File: src/sv/kfr_pkg.sv
// Shared constants, codes and controller/datapath command and status types.
`timescale 1ns / 1ps
`default_nettype none
package kfr_pkg;

    localparam int SLOTS_DEFAULT   = 32;
    localparam int VIEWERS_DEFAULT = 4;

    localparam int MODE_W   = 2;
    localparam int BYTES_W  = 32;
    localparam int VIEWER_W = 2;
    localparam int STATUS_W = 3;
    localparam int SLOTO_W  = 5;
    localparam int LEN_W    = 24;
    localparam int SEQ_W    = 32;

    localparam logic [LEN_W-1:0] MAX_FRAME_RESET = 24'd4194304;

    localparam logic [MODE_W-1:0] MODE_WRITE = 2'd0;
    localparam logic [MODE_W-1:0] MODE_JOIN  = 2'd1;
    localparam logic [MODE_W-1:0] MODE_READ  = 2'd2;
    localparam logic [MODE_W-1:0] MODE_NONE  = 2'd3;

    localparam logic [STATUS_W-1:0] ST_STORED = 3'd0;
    localparam logic [STATUS_W-1:0] ST_ZERO   = 3'd1;
    localparam logic [STATUS_W-1:0] ST_BIG    = 3'd2;
    localparam logic [STATUS_W-1:0] ST_JOINED = 3'd3;
    localparam logic [STATUS_W-1:0] ST_FRAME  = 3'd4;
    localparam logic [STATUS_W-1:0] ST_NONE   = 3'd5;

    typedef struct packed {
        logic load;
        logic wr_zero;
        logic wr_big;
        logic wr_store;
        logic bad;
        logic join_start;
        logic ovr_start;
        logic rd_start;
        logic jw_step;
        logic jw_finish;
        logic rw_step;
        logic rw_none;
        logic rw_hit;
        logic len_done;
        logic emit;
    } cmd_t;

    typedef struct packed {
        logic is_write;
        logic is_join;
        logic is_bad;
        logic zero;
        logic oversize;
        logic overrun;
        logic jw_done;
        logic rw_empty;
        logic rw_skip;
        logic out_free;
    } sts_t;

endpackage
`default_nettype wire

File: src/sv/kfr_if.sv
// Request, response and configuration channel interfaces.
`timescale 1ns / 1ps
`default_nettype none
interface kfr_req_if;
    logic                          valid;
    logic                          ready;
    logic [kfr_pkg::MODE_W-1:0]    mode;
    logic [kfr_pkg::BYTES_W-1:0]   frame_bytes;
    logic                          is_key;
    logic [kfr_pkg::VIEWER_W-1:0]  viewer;
    modport source (output valid, mode, frame_bytes, is_key, viewer, input ready);
    modport sink   (input valid, mode, frame_bytes, is_key, viewer, output ready);
endinterface

interface kfr_rsp_if;
    logic                          valid;
    logic                          ready;
    logic [kfr_pkg::STATUS_W-1:0]  status;
    logic [kfr_pkg::SLOTO_W-1:0]   slot;
    logic [kfr_pkg::LEN_W-1:0]     send_bytes;
    logic [kfr_pkg::SEQ_W-1:0]     sequence_res;
    logic [kfr_pkg::SEQ_W-1:0]     dropped;
    modport source (output valid, status, slot, send_bytes, sequence_res, dropped,
                    input ready);
    modport sink   (input valid, status, slot, send_bytes, sequence_res, dropped,
                    output ready);
endinterface

interface kfr_cfg_if;
    logic                        valid;
    logic                        ready;
    logic [kfr_pkg::LEN_W-1:0]   max_frame_bytes;
    modport source (output valid, max_frame_bytes, input ready);
    modport sink   (input valid, max_frame_bytes, output ready);
endinterface
`default_nettype wire

File: src/sv/kfr_ctrl.sv
// Controller state machine sequencing writes, joins and reads.
`timescale 1ns / 1ps
`default_nettype none
module kfr_ctrl (
    input  wire logic          clk,
    input  wire logic          rst_n,
    input  wire logic          req_valid,
    output logic               req_ready,
    input  wire kfr_pkg::sts_t sts,
    output kfr_pkg::cmd_t      cmd
);

    typedef enum logic [2:0] {
        S_IDLE,
        S_DISPATCH,
        S_JWALK,
        S_RWALK,
        S_LEN,
        S_FINISH
    } state_t;

    state_t state_reg;
    state_t state_next;

    assign req_ready = (state_reg == S_IDLE);

    always_comb
    begin
        cmd        = '0;
        state_next = state_reg;
        case (state_reg)
            S_IDLE:
            begin
                if (req_valid)
                begin
                    cmd.load   = 1'b1;
                    state_next = S_DISPATCH;
                end
            end
            S_DISPATCH:
            begin
                if (sts.is_write)
                begin
                    if (sts.zero)
                        cmd.wr_zero = 1'b1;
                    else if (sts.oversize)
                        cmd.wr_big = 1'b1;
                    else
                        cmd.wr_store = 1'b1;
                    state_next = S_FINISH;
                end
                else if (sts.is_bad)
                begin
                    cmd.bad    = 1'b1;
                    state_next = S_FINISH;
                end
                else if (sts.is_join)
                begin
                    cmd.join_start = 1'b1;
                    state_next     = S_JWALK;
                end
                else if (sts.overrun)
                begin
                    cmd.ovr_start = 1'b1;
                    state_next    = S_JWALK;
                end
                else
                begin
                    cmd.rd_start = 1'b1;
                    state_next   = S_RWALK;
                end
            end
            S_JWALK:
            begin
                if (sts.jw_done)
                begin
                    cmd.jw_finish = 1'b1;
                    state_next    = sts.is_join ? S_FINISH : S_RWALK;
                end
                else
                    cmd.jw_step = 1'b1;
            end
            S_RWALK:
            begin
                if (sts.rw_empty)
                begin
                    cmd.rw_none = 1'b1;
                    state_next  = S_FINISH;
                end
                else if (sts.rw_skip)
                    cmd.rw_step = 1'b1;
                else
                begin
                    cmd.rw_hit = 1'b1;
                    state_next = S_LEN;
                end
            end
            S_LEN:
            begin
                cmd.len_done = 1'b1;
                state_next   = S_FINISH;
            end
            S_FINISH:
            begin
                if (sts.out_free)
                begin
                    cmd.emit   = 1'b1;
                    state_next = S_IDLE;
                end
            end
            default:
                state_next = S_IDLE;
        endcase
    end

    always_ff @(posedge clk or negedge rst_n)
    begin
        if (!rst_n)
            state_reg <= S_IDLE;
        else
            state_reg <= state_next;
    end

endmodule
`default_nettype wire

File: src/sv/kfr_dpath.sv
// Datapath: ring state, viewer tail memory, walk counters and output register.
`timescale 1ns / 1ps
`default_nettype none
module kfr_dpath #(
    parameter int SLOTS   = kfr_pkg::SLOTS_DEFAULT,
    parameter int VIEWERS = kfr_pkg::VIEWERS_DEFAULT
) (
    input  wire logic                          clk,
    input  wire logic                          rst_n,
    input  wire kfr_pkg::cmd_t                 cmd,
    output kfr_pkg::sts_t                      sts,
    input  wire logic [kfr_pkg::MODE_W-1:0]    req_mode,
    input  wire logic [kfr_pkg::BYTES_W-1:0]   req_frame_bytes,
    input  wire logic                          req_is_key,
    input  wire logic [kfr_pkg::VIEWER_W-1:0]  req_viewer,
    input  wire logic                          cfg_valid,
    input  wire logic [kfr_pkg::LEN_W-1:0]     cfg_data,
    input  wire logic                          rsp_ready,
    output logic                               rsp_valid,
    output logic [kfr_pkg::STATUS_W-1:0]       rsp_status,
    output logic [kfr_pkg::SLOTO_W-1:0]        rsp_slot,
    output logic [kfr_pkg::LEN_W-1:0]          rsp_send_bytes,
    output logic [kfr_pkg::SEQ_W-1:0]          rsp_sequence_res,
    output logic [kfr_pkg::SEQ_W-1:0]          rsp_dropped
);

    localparam int SW = $clog2(SLOTS);
    localparam int RW = $clog2(SLOTS + 1);
    localparam int VW = (VIEWERS > 1) ? $clog2(VIEWERS) : 1;
    localparam int QW = kfr_pkg::SEQ_W;
    localparam longint unsigned WRAP_SLOT_L = 64'hFFFF_FFFF % SLOTS;
    localparam logic [SW-1:0] WRAP_SLOT = SW'(WRAP_SLOT_L);
    localparam logic [SW-1:0] LAST_SLOT = SW'(SLOTS - 1);

    typedef struct packed {
        logic [QW-1:0] tail;
        logic [SW-1:0] slot;
    } tent_t;

    // slot of cnt+1 and cnt-1, with the 2^32 counter wrap
    function automatic logic [SW-1:0] slot_inc(input logic [QW-1:0] cnt,
                                               input logic [SW-1:0] s);
        if (cnt == '1 || s == LAST_SLOT)
            return '0;
        return s + SW'(1);
    endfunction

    function automatic logic [SW-1:0] slot_dec(input logic [QW-1:0] cnt,
                                               input logic [SW-1:0] s);
        if (cnt == '0)
            return WRAP_SLOT;
        if (s == '0)
            return LAST_SLOT;
        return s - SW'(1);
    endfunction

    logic [kfr_pkg::LEN_W-1:0]    max_reg;
    logic [QW-1:0]                head_reg;
    logic [SW-1:0]                hslot_reg;
    logic [SLOTS-1:0]             key_reg;
    logic [VIEWERS-1:0]           tvalid_reg;
    logic [VIEWERS-1:0]           need_reg;
    logic                         out_valid_reg;

    logic [kfr_pkg::MODE_W-1:0]   mode_reg;
    logic [kfr_pkg::BYTES_W-1:0]  bytes_reg;
    logic                         key_in_reg;
    logic [kfr_pkg::VIEWER_W-1:0] viewer_reg;

    logic [kfr_pkg::LEN_W-1:0]    lmem [SLOTS];
    logic [kfr_pkg::LEN_W-1:0]    lrd_reg;
    tent_t                        tmem [VIEWERS];
    tent_t                        trd_reg;
    logic                         trd_valid_reg;

    logic [QW-1:0]                t_reg;
    logic [SW-1:0]                tslot_reg;
    logic [QW-1:0]                c_reg;
    logic [SW-1:0]                cslot_reg;
    logic [RW-1:0]                rem_reg;
    logic [QW-1:0]                drop_reg;

    logic [kfr_pkg::STATUS_W-1:0] res_status_reg;
    logic [SW-1:0]                res_slot_reg;
    logic [kfr_pkg::LEN_W-1:0]    res_len_reg;
    logic [QW-1:0]                res_seq_reg;

    logic [kfr_pkg::STATUS_W-1:0] out_status_reg;
    logic [kfr_pkg::SLOTO_W-1:0]  out_slot_reg;
    logic [kfr_pkg::LEN_W-1:0]    out_len_reg;
    logic [QW-1:0]                out_seq_reg;
    logic [QW-1:0]                out_drop_reg;

    logic [VW-1:0]                vidx;
    tent_t                        trd;
    logic [QW-1:0]                behind;
    logic                         jw_found;
    tent_t                        jres;
    logic                         tw_en;
    tent_t                        tw_data;

    assign vidx   = VW'(viewer_reg);
    assign trd    = trd_valid_reg ? trd_reg : '0;
    assign behind = head_reg - trd.tail;

    assign jw_found  = (rem_reg != '0) && key_reg[cslot_reg];
    assign jres.tail = jw_found ? c_reg : head_reg;
    assign jres.slot = jw_found ? cslot_reg : hslot_reg;

    always_comb
    begin
        sts.is_write = (mode_reg == kfr_pkg::MODE_WRITE);
        sts.is_join  = (mode_reg == kfr_pkg::MODE_JOIN);
        sts.is_bad   = (mode_reg == kfr_pkg::MODE_NONE) ||
                       (32'(viewer_reg) >= 32'(VIEWERS));
        sts.zero     = (bytes_reg == '0);
        sts.oversize = (bytes_reg > {8'd0, max_reg});
        sts.overrun  = (behind >= 32'(SLOTS));
        sts.jw_done  = (rem_reg == '0) || key_reg[cslot_reg];
        sts.rw_empty = (t_reg == head_reg);
        sts.rw_skip  = need_reg[vidx] && !key_reg[tslot_reg];
        sts.out_free = !out_valid_reg || rsp_ready;
    end

    always_comb
    begin
        tw_en   = 1'b0;
        tw_data = '0;
        if (cmd.jw_finish && sts.is_join)
        begin
            tw_en   = 1'b1;
            tw_data = jres;
        end
        else if (cmd.rw_none)
        begin
            tw_en        = 1'b1;
            tw_data.tail = t_reg;
            tw_data.slot = tslot_reg;
        end
        else if (cmd.rw_hit)
        begin
            tw_en        = 1'b1;
            tw_data.tail = t_reg + 32'd1;
            tw_data.slot = slot_inc(t_reg, tslot_reg);
        end
    end

    // control state
    always_ff @(posedge clk or negedge rst_n)
    begin
        if (!rst_n)
        begin
            max_reg       <= kfr_pkg::MAX_FRAME_RESET;
            head_reg      <= '0;
            hslot_reg     <= '0;
            key_reg       <= '0;
            tvalid_reg    <= '0;
            need_reg      <= '1;
            out_valid_reg <= 1'b0;
        end
        else
        begin
            if (cfg_valid)
                max_reg <= cfg_data;
            if (cmd.wr_store)
            begin
                key_reg[hslot_reg] <= key_in_reg;
                head_reg           <= head_reg + 32'd1;
                hslot_reg          <= slot_inc(head_reg, hslot_reg);
            end
            if (tw_en)
                tvalid_reg[vidx] <= 1'b1;
            if (cmd.jw_finish)
                need_reg[vidx] <= !jw_found;
            else if (cmd.rw_hit)
                need_reg[vidx] <= 1'b0;
            if (cmd.emit)
                out_valid_reg <= 1'b1;
            else if (rsp_ready)
                out_valid_reg <= 1'b0;
        end
    end

    always_ff @(posedge clk)
    begin
        if (cmd.wr_store)
            lmem[hslot_reg] <= bytes_reg[kfr_pkg::LEN_W-1:0];
        if (cmd.rw_hit)
            lrd_reg <= lmem[tslot_reg];
    end

    always_ff @(posedge clk)
    begin
        if (tw_en)
            tmem[vidx] <= tw_data;
        if (cmd.load)
        begin
            trd_reg       <= tmem[VW'(req_viewer)];
            trd_valid_reg <= tvalid_reg[VW'(req_viewer)];
        end
    end

    // payload
    always_ff @(posedge clk)
    begin
        if (cmd.load)
        begin
            mode_reg     <= req_mode;
            bytes_reg    <= req_frame_bytes;
            key_in_reg   <= req_is_key;
            viewer_reg   <= req_viewer;
            drop_reg     <= '0;
            res_slot_reg <= '0;
            res_len_reg  <= '0;
            res_seq_reg  <= '0;
        end
        if (cmd.wr_zero)
            res_status_reg <= kfr_pkg::ST_ZERO;
        if (cmd.wr_big)
            res_status_reg <= kfr_pkg::ST_BIG;
        if (cmd.bad)
            res_status_reg <= kfr_pkg::ST_NONE;
        if (cmd.wr_store)
        begin
            res_status_reg <= kfr_pkg::ST_STORED;
            res_slot_reg   <= hslot_reg;
            res_seq_reg    <= head_reg;
        end
        if (cmd.join_start || cmd.ovr_start)
        begin
            c_reg     <= head_reg - 32'd1;
            cslot_reg <= slot_dec(head_reg, hslot_reg);
            rem_reg   <= (head_reg < 32'(SLOTS)) ? RW'(head_reg) : RW'(SLOTS);
        end
        if (cmd.ovr_start)
            drop_reg <= behind;
        if (cmd.rd_start)
        begin
            t_reg     <= trd.tail;
            tslot_reg <= trd.slot;
        end
        if (cmd.jw_step)
        begin
            c_reg     <= c_reg - 32'd1;
            cslot_reg <= slot_dec(c_reg, cslot_reg);
            rem_reg   <= rem_reg - RW'(1);
        end
        if (cmd.jw_finish)
        begin
            t_reg     <= jres.tail;
            tslot_reg <= jres.slot;
            if (sts.is_join)
            begin
                res_status_reg <= kfr_pkg::ST_JOINED;
                res_seq_reg    <= jres.tail;
            end
        end
        if (cmd.rw_step)
        begin
            t_reg     <= t_reg + 32'd1;
            tslot_reg <= slot_inc(t_reg, tslot_reg);
        end
        if (cmd.rw_none)
            res_status_reg <= kfr_pkg::ST_NONE;
        if (cmd.rw_hit)
        begin
            res_status_reg <= kfr_pkg::ST_FRAME;
            res_slot_reg   <= tslot_reg;
            res_seq_reg    <= t_reg;
        end
        if (cmd.len_done)
            res_len_reg <= lrd_reg;
        if (cmd.emit)
        begin
            out_status_reg <= res_status_reg;
            out_slot_reg   <= kfr_pkg::SLOTO_W'(res_slot_reg);
            out_len_reg    <= res_len_reg;
            out_seq_reg    <= res_seq_reg;
            out_drop_reg   <= drop_reg;
        end
    end

    assign rsp_valid        = out_valid_reg;
    assign rsp_status       = out_status_reg;
    assign rsp_slot         = out_slot_reg;
    assign rsp_send_bytes   = out_len_reg;
    assign rsp_sequence_res = out_seq_reg;
    assign rsp_dropped      = out_drop_reg;

endmodule
`default_nettype wire

File: src/sv/keyframe_frame_ring_reader.sv
// Accept to response valid: a write, rejected or bad beat passes dispatch and finish.
// A join walks back over the ring, one ring slot per cycle in the key-frame walk.
// A read takes a forward walk, or a resync walk followed by one send.
// One item in flight; the next beat is accepted the cycle after the response loads,
// so a new beat waits for the last response to load; a held response stalls the next.
// Reset: async active low; head, tails, key marks zero, need-key set, lengths undefined.
`timescale 1ns / 1ps
`default_nettype none
module keyframe_frame_ring_reader #(
    parameter int SLOTS   = kfr_pkg::SLOTS_DEFAULT,
    parameter int VIEWERS = kfr_pkg::VIEWERS_DEFAULT
) (
    input  wire logic  clk,
    input  wire logic  rst_n,
    kfr_req_if.sink    req,
    kfr_rsp_if.source  rsp,
    kfr_cfg_if.sink    cfg
);

    kfr_pkg::cmd_t cmd;
    kfr_pkg::sts_t sts;

    assign cfg.ready = 1'b1;

    kfr_ctrl u_ctrl (
        .clk       (clk),
        .rst_n     (rst_n),
        .req_valid (req.valid),
        .req_ready (req.ready),
        .sts       (sts),
        .cmd       (cmd)
    );

    kfr_dpath #(
        .SLOTS   (SLOTS),
        .VIEWERS (VIEWERS)
    ) u_dpath (
        .clk              (clk),
        .rst_n            (rst_n),
        .cmd              (cmd),
        .sts              (sts),
        .req_mode         (req.mode),
        .req_frame_bytes  (req.frame_bytes),
        .req_is_key       (req.is_key),
        .req_viewer       (req.viewer),
        .cfg_valid        (cfg.valid),
        .cfg_data         (cfg.max_frame_bytes),
        .rsp_ready        (rsp.ready),
        .rsp_valid        (rsp.valid),
        .rsp_status       (rsp.status),
        .rsp_slot         (rsp.slot),
        .rsp_send_bytes   (rsp.send_bytes),
        .rsp_sequence_res (rsp.sequence_res),
        .rsp_dropped      (rsp.dropped)
    );

    a_one_in_flight: assert property (@(posedge clk) disable iff (!rst_n)
        req.valid && req.ready |=> !req.ready)
        else $error("request accepted on back-to-back cycles");

    a_len_only_on_frame: assert property (@(posedge clk) disable iff (!rst_n)
        rsp.valid && (rsp.status != kfr_pkg::ST_FRAME) |-> rsp.send_bytes == '0)
        else $error("send_bytes nonzero without a frame to send");

    a_drop_only_on_read: assert property (@(posedge clk) disable iff (!rst_n)
        rsp.valid && (rsp.dropped != '0) |->
            (rsp.status == kfr_pkg::ST_FRAME) || (rsp.status == kfr_pkg::ST_NONE))
        else $error("drop count on a non-read response");

    a_none_is_empty: assert property (@(posedge clk) disable iff (!rst_n)
        rsp.valid && (rsp.status == kfr_pkg::ST_NONE) |->
            (rsp.slot == '0) && (rsp.sequence_res == '0))
        else $error("nothing-ready response carries a slot or sequence");

endmodule
`default_nettype wire
File: src/flat_wrapper.sv
// flat-port wrapper written by rule: the top's interface ports become plain ports
module keyframe_frame_ring_reader_flat 
#(
    parameter int SLOTS   = kfr_pkg::SLOTS_DEFAULT,
    parameter int VIEWERS = kfr_pkg::VIEWERS_DEFAULT
)
  (clk, rst_n, req_valid, req_mode, req_frame_bytes, req_is_key, req_viewer, req_ready, rsp_valid, rsp_status, rsp_slot, rsp_send_bytes, rsp_sequence_res, rsp_dropped, rsp_ready, cfg_valid, cfg_max_frame_bytes, cfg_ready);
  kfr_req_if req_i ();
  kfr_rsp_if rsp_i ();
  kfr_cfg_if cfg_i ();
  input  wire logic clk;
  input  wire logic rst_n;
  input wire logic [$bits(req_i.valid)-1:0] req_valid;
  input wire logic [$bits(req_i.mode)-1:0] req_mode;
  input wire logic [$bits(req_i.frame_bytes)-1:0] req_frame_bytes;
  input wire logic [$bits(req_i.is_key)-1:0] req_is_key;
  input wire logic [$bits(req_i.viewer)-1:0] req_viewer;
  output wire logic [$bits(req_i.ready)-1:0] req_ready;
  output wire logic [$bits(rsp_i.valid)-1:0] rsp_valid;
  output wire logic [$bits(rsp_i.status)-1:0] rsp_status;
  output wire logic [$bits(rsp_i.slot)-1:0] rsp_slot;
  output wire logic [$bits(rsp_i.send_bytes)-1:0] rsp_send_bytes;
  output wire logic [$bits(rsp_i.sequence_res)-1:0] rsp_sequence_res;
  output wire logic [$bits(rsp_i.dropped)-1:0] rsp_dropped;
  input wire logic [$bits(rsp_i.ready)-1:0] rsp_ready;
  input wire logic [$bits(cfg_i.valid)-1:0] cfg_valid;
  input wire logic [$bits(cfg_i.max_frame_bytes)-1:0] cfg_max_frame_bytes;
  output wire logic [$bits(cfg_i.ready)-1:0] cfg_ready;
  assign req_i.valid = req_valid;
  assign req_i.mode = req_mode;
  assign req_i.frame_bytes = req_frame_bytes;
  assign req_i.is_key = req_is_key;
  assign req_i.viewer = req_viewer;
  assign req_ready = req_i.ready;
  assign rsp_valid = rsp_i.valid;
  assign rsp_status = rsp_i.status;
  assign rsp_slot = rsp_i.slot;
  assign rsp_send_bytes = rsp_i.send_bytes;
  assign rsp_sequence_res = rsp_i.sequence_res;
  assign rsp_dropped = rsp_i.dropped;
  assign rsp_i.ready = rsp_ready;
  assign cfg_i.valid = cfg_valid;
  assign cfg_i.max_frame_bytes = cfg_max_frame_bytes;
  assign cfg_ready = cfg_i.ready;
  keyframe_frame_ring_reader #(.SLOTS(SLOTS), .VIEWERS(VIEWERS)) u_core (.clk(clk), .rst_n(rst_n), .req(req_i), .rsp(rsp_i), .cfg(cfg_i));
endmodule
File: config.mk
export PLATFORM = sky130hd
export DESIGN_NAME = keyframe_frame_ring_reader_flat
export DESIGN_NICKNAME = d
export VERILOG_FILES = /design/src/sv/kfr_pkg.sv /design/src/sv/kfr_if.sv /design/src/sv/kfr_ctrl.sv /design/src/sv/kfr_dpath.sv /design/src/sv/keyframe_frame_ring_reader.sv /design/src/flat_wrapper.sv
export SDC_FILE = /design/constraint.sdc
export NUM_CORES = 2
export LEC_CHECK = 0
export BUFFER_PORTS_ARGS = -buffer_cell sky130_fd_sc_hd__buf_2
export CORE_ASPECT_RATIO = 1.1
export CORE_MARGIN = 1
export CORE_UTILIZATION = 25
export DETAILED_ROUTE_END_ITERATION = 16
export GPL_TIMING_DRIVEN = 0
export HOLD_SLACK_MARGIN = 0.06
export REMOVE_ABC_BUFFERS = 1
export SETUP_SLACK_MARGIN = 0.2
export SYNTH_ARGS = -nofsm -noshare
export SYNTH_HDL_FRONTEND = slang
export SYNTH_SLANG_ARGS = --single-unit
File: constraint.sdc
create_clock -name clk -period 11 [get_ports clk]
set_input_delay 1.1 -clock clk [delete_from_list [all_inputs] [get_ports clk]]
set_output_delay 1.1 -clock clk [all_outputs]
set_load 0.005 [all_outputs]
# Word-level counts from Yosys, hierarchy flattened
# Memory sizes are Yosys's and may differ from the RTL's. A register that Yosys moved wholly into a read port is not among the register bits.
# Cells that the tools add are included.
# word_totals
mem_count	2
ff_bits	415
inputBits	66
mem_bits_rw	916
# op_classes
muxes	131
reduce_logical	31
order_cmp	10
addsub	10
bitwise_logic	3
n_eq_ne	16
# memory_table
name	words	width	read_ports	rd_clocked_by_memory_dff	wr	line	source
u_core.u_dpath.lmem	32	24	1	1	1	kfr_dpath.sv:70	logic [kfr_pkg::LEN_W-1:0] lmem [SLOTS];
u_core.u_dpath.tmem	4	37	1	1	1	kfr_dpath.sv:72	tent_t tmem [VIEWERS];
# ops
cell	n
two-way mux 32 bit	13
two-way mux 37 bit	4
two-way mux 5 bit	22
zero test 32 bit	3
adder 32 x 1 -> 32 bit, second input constant	2
equality test 32 bit, second input constant	2
subtractor 32 x 1 -> 32 bit, second input constant	2
two-way mux 3 bit	18
two-way mux 1 bit	53
two-way mux 24 bit	2
bitwise mux 32 bit	1
equality test 32 bit	1
greater-or-equal comparator 32 x 6 -> 1 bit, second input constant	1
> comparator 32 x 24 -> 1 bit	1
< comparator 32 x 6 -> 1 bit, second input constant	1
subtractor 32 bit	1
< comparator 5 x 6 -> 1 bit, second input constant	3
two-way mux 6 bit	3
case mux 3 bit (6 select lines)	1
two-way mux 4 bit	3
adder 5 x 1 -> 5 bit, second input constant	2
binary-select mux 1 bit (select 5 bit)	2
equality test 5 bit, second input constant	2
zero test 5 bit	2
33 further kinds	56

# Logic depth before layout (Yosys ltp)
# depth
ltp_word	16
mapped_depth	21

# Hierarchy
# Synthesis repeated with hierarchy kept, for this count alone.
# hier_totals
cells_unflattened	3527
area_unflattened_um2	59174.3
# modules_own_cells
module	area_each_um2	n_inst	cells_each
kfr_dpath	58788.9	1	3476
kfr_ctrl	374.1	1	49
keyframe_frame_ring_reader	11.3	1	2

# Worst setup path before layout
# Ideal clock, no wire load.
# synth_timing
path_kind	flip-flop to flip-flop
from	reg u_core.u_dpath.trd_valid_reg
to	reg u_core.u_dpath.c_reg[0] (enable)
setup_ns	0.449
arrival_ns	5.063
path_stages_with_launch	16
required_ns	10.551
setup_slack_ns	5.488
cell_sequence	edfxtp_1 > clkbuf_1 > buf_1 > nand2_1 > ha_1 > clkbuf_1 > a21oi_1 > o21ai_1 > a32oi_1 > o21ai_0 > or3b_2 > xnor2_1 > and4b_1 > nor4b_4 > buf_6 > o21ai_1
# synth_between
elab_chain_cells	10
# synth_rtl
item	line	source
from (decl)	kfr_dpath.sv:74	logic trd_valid_reg;
from (signal assigned)	kfr_dpath.sv:199	trd_valid_reg <= tvalid_reg[VW'(req_viewer)];
two-way mux 37 bit	kfr_dpath.sv:103	assign trd = trd_valid_reg ? trd_reg : '0;
subtractor 32 bit	kfr_dpath.sv:104	assign behind = head_reg - trd.tail;
greater-or-equal comparator 32 x 6 -> 1 bit	kfr_dpath.sv:118	sts.overrun = (behind >= 32'(SLOTS));
two-way mux 1 bit	kfr_ctrl.sv:62	else if (sts.overrun)
two-way mux 2 bit	kfr_ctrl.sv:57	else if (sts.is_join)
two-way mux 3 bit	kfr_ctrl.sv:52	else if (sts.is_bad)
two-way mux 4 bit	kfr_ctrl.sv:42	if (sts.is_write)
two-way mux 7 bit	kfr_ctrl.sv:31	case (state_reg)
logical OR 1 bit	kfr_dpath.sv:229	if (cmd.join_start || cmd.ovr_start)
nonzero test 2 bit (no line)	--	
to (signal assigned)	kfr_dpath.sv:231	c_reg <= head_reg - 32'd1;
to (signal assigned)	kfr_dpath.sv:244	c_reg <= c_reg - 32'd1;
to (decl)	kfr_dpath.sv:78	logic [QW-1:0] c_reg;
# Every way passes these cells.
# A chain may end at the register's enable or synchronous reset.

# Final worst setup path
# layout_timing
from	reg u_core.u_dpath.bytes_reg[19] in the netlist's numbering
to	reg u_core.u_dpath.head_reg[15]
# layout_between
elab_chain_cells	5
word_cells_on_any_way	6
cone_classes	1 x order compare; 4 x mux; 1 x reduce/logical
# layout_rtl
item	line	source
from (decl)	kfr_dpath.sv:66	logic [kfr_pkg::BYTES_W-1:0] bytes_reg;
from (signal assigned)	kfr_dpath.sv:209	bytes_reg <= req_frame_bytes;
> comparator 32 x 24 -> 1 bit	kfr_dpath.sv:117	sts.oversize = (bytes_reg > {8'd0, max_reg});
two-way mux 1 bit	kfr_ctrl.sv:46	else if (sts.oversize)
two-way mux 2 bit (*)	kfr_ctrl.sv:44	if (sts.zero)
two-way mux 3 bit (*)	kfr_ctrl.sv:42	
two-way mux 7 bit (*)	kfr_ctrl.sv:31	
to (signal assigned)	kfr_dpath.sv:168	head_reg <= head_reg + 32'd1;
to (decl)	kfr_dpath.sv:58	logic [QW-1:0] head_reg;
# Mark *: on every way between the ends. The rest lies on a longest branch, timed or not.

==> out/results.tsv <==
stage	metric	value	unit
finish	Core Util, Final	30.1	%
detailed_routing	Via density	4.94	
sta	Pins Over Slew Limit	0	
power	worst vdd ir	0.172	mV
sta	fin crit share	60.0	%
clock_network	CTS max path bufs	3	
finish	filler cell count	23300	
detailed_routing	antenna-violating nets left	0	
grt	GRT Overall Usage	13.9	%
critical_path	worst-case reg-to-reg path depth	10	
clock_network	Num CTS Buffers	145	
sta	minimum clock period	6.60	ns
clock_network	Resized Gates After CTS	0	
critical_path	family with the most delay on the worst path	simple AND/OR/NAND/NOR gates	
clock_network	TritonCTS clock tree	done	
finish	max FFs per register	768	
sta	max_slew headroom	3.88	%
detailed_routing	wire per inst	23.3	um
floorplanning	Die Area	0.242	mm2
grt	vias in the first global route	36500	
critical_path	CP cell instances	ha_1, nand4_1, nor2_1, nor4b_1, mux2i_1, o211a_1, or2_2, nor3_2, and3_1, xor2_1	
critical_path	Crit path depth	10	
clock_network	Clock Pin Slew Worst Setup and Hold Paths	0.07	ns
floorplanning	CORE AREA	0.239	mm2
run_status	status	complete, no violations	
detailed_routing	total iterations of the first detailed-routing run	8	
clock_network	cts hold-fix bufs	0	
critical_path	data required time of the worst path	11.71	ns
finish	share of layout cells above drive strength 1	19.1	%
finish	Sequential Area	0.0409	mm2
finish	Final Instance Count excl. Fillers	7462	
clock_network	root buffer cell	clkbuf_16	
floorplanning	Die Span Y	516	um
sta	# setup viols final	0	
floorplanning	die width	470	um
sta	f_max	151	MHz
sta	Setup Skew	0.0527	ns
place	post-DP HPWL	116000	um
finish	Nets	4349	
critical_path	Max FO, Critical Path	37	
place	Final GP Congestion	0.886	
synth	Netlist Area Pre-Place	0.0601	mm2
synth	EDFF count, synth	1252	
critical_path	CP max stage delay	1.26	ns
synth	warnings from Yosys	0	
sta	Tightest Pin Transition	1.44	ns
power	Lkg Pwr	24.4	nW
synth	Avg Inst Size Synth	14.9	um2
grt	global-route wire length before repair	251000	um
clock_network	setup bufs post-CTS	0	
critical_path	critical path arrival	7.32	ns
critical_path	worst setup path category	reg -> reg	
critical_path	slowest CP cell	edfxtp_1	
floorplanning	row cnt	188	
sta	final hold violations	0	
detailed_routing	DRC viols	0	
synth	Synth area leader	edfxtp_1	
power	total power	13.7	mW
floorplanning	Initial Util	25.2	%
synth	post-synth top area share	62.5	%
detailed_routing	drt total wl	174000	um
synth	sequential area share after synthesis	68.1	%
grt	GRT Residual Overflow	0	
detailed_routing	via count	36900	
synth	most common library cells after synthesis	edfxtp_1 (1252), nand2_1 (341), clkbuf_1 (203), mux2i_1 (203), o21ai_0 (197)	
critical_path	Critical Path Source Type	flop	
sta	RSZ-0062 raised after global routing	no	
synth	count leader, synth	edfxtp_1	
worst_hold_path	worst hold-check path type	in -> async	
clock_network	clk_lat worst skew	0.81	ns
finish	area of the multi-input gates	0.0183	mm2
finish	area grow syn2layout	19.4	%
synth	Synth area leaders	edfxtp_1 (63%), mux4_2 (5.8%), dfrtp_1 (4.2%)	
synth	Cell variety after synth	84	
grt	antenna violations before repair	7	
detailed_routing	Iteration-0 DRC Markers	3961	
flow_run	Max Cap Viol	0	
place	placed instance count	7195	
clock_network	clock sinks	1392	
grt	largest net degree at the start of global routing	86	
power	pwr/cell area	191	mW/mm2
critical_path	CP Buf/Inv Count	0	
clock_network	H-Tree Depth	4	
place	input/output buffers	163	
synth	asr flop ratio synth	7.54	%
floorplanning	Boundary Pins	165	
synth	flops & latches, synth	1392	
synth	ys flop type	edfxtp_1	
synth	synthesized instance count	4047	
critical_path	Worst setup EP type	flop	
worst register-to-register path, stage by stage (launching register included):
cell and delay (ns):
edfxtp_1 1.26, ha_1 0.29, nand4_1 0.13, nor2_1 0.56
nor4b_1 0.87, mux2i_1 0.61, o211a_1 0.63, or2_2 0.90
nor3_2 0.85, and3_1 0.28, xor2_1 0.16
layout make-up:
class / count / area share [%]
Clock inverter: 71 / 1.09
Sequential cell: 1392 / 57.0
Tap cell: 3135 / 5.47
Multi-Input combinational cell: 2331 / 25.5
Timing Repair Buffer: 281 / 5.14
Inverter: 58 / 0.317
Clock buffer: 193 / 5.44
Antenna cell: 1 / 0.00349
through the flow:
stage	setup WS [ns]	area (um2)	setup TNS, ns	hold WS [ns]
after floorplan	-6.13	59100	-1656.96	0.400
after global placement	-17.82	63800	-5730.54	0.404
after detailed placement	3.94	67000	0	0.405
after CTS	3.92	71700	0	0.129
after global routing	4.13	71800	0	0.147
final	4.40	71800	0	0.168
cell usage in the layout, fill, tap and decap left out, drive strengths merged, types with 49 or more instances in the layout:
cell    count
mux2i     203
a21oi     180
o221ai     95
edfxtp   1252
o21ai     203
inv        65
nand3     103
mux4      154
nand2     342
dfrtp     100
nor2      183
xor2       53
nor3       64
clkinv     49
clkbuf    193
mux2       94
xnor2     119
ha         73
buf       281
power by group:
group / switching (mW) / leakage (nW) / total (mW) / internal [mW]
Clock: 2.14 / 2.26 / 4.88 / 2.74
Combinational: 1.18 / 9.08 / 1.90 / 0.718
Sequential: 0.454 / 13.1 / 6.96 / 6.50
cells by family after synthesis:
logic type      count (synthesis)  synth area share (%)
buf+inv                       324                  2.10
other cells                     1               0.00624
compound gates                704                  7.51
mux                           451                  10.9
flops                        1392                  68.1
simple gates                  929                  7.33
fa+ha+maj                      74                  1.55
xor+xnor                      172                  2.51
layer usage:
metal	up-vias	track usage (%)	routed length, um
met4	0	5.08	6260
met3	317	2.47	11900
met5	-	0	0
met2	1538	22.9	83100
met1	19000	18.4	72400
li1	16000	-	-
path summary, 6_finish.rpt:
kind	slack [ns]	end	from
max	4.40	u_core.u_dpath.head_reg[15]	u_core.u_dpath.bytes_reg[19]
min	0.17	u_core.u_dpath.max_reg[12]	rst_n
max reg2reg	4.40	u_core.u_dpath.head_reg[15]	u_core.u_dpath.bytes_reg[19]
min reg2reg	0.40	u_core.u_dpath.rsp_slot[1]	u_core.u_dpath.res_slot_reg[1]
max in group asynchronous	9.98	u_core.u_dpath.head_reg[6]	rst_n
min in group clk	0.40	u_core.u_dpath.rsp_slot[1]	u_core.u_dpath.res_slot_reg[1]
(Power assumes the default switching activity.)
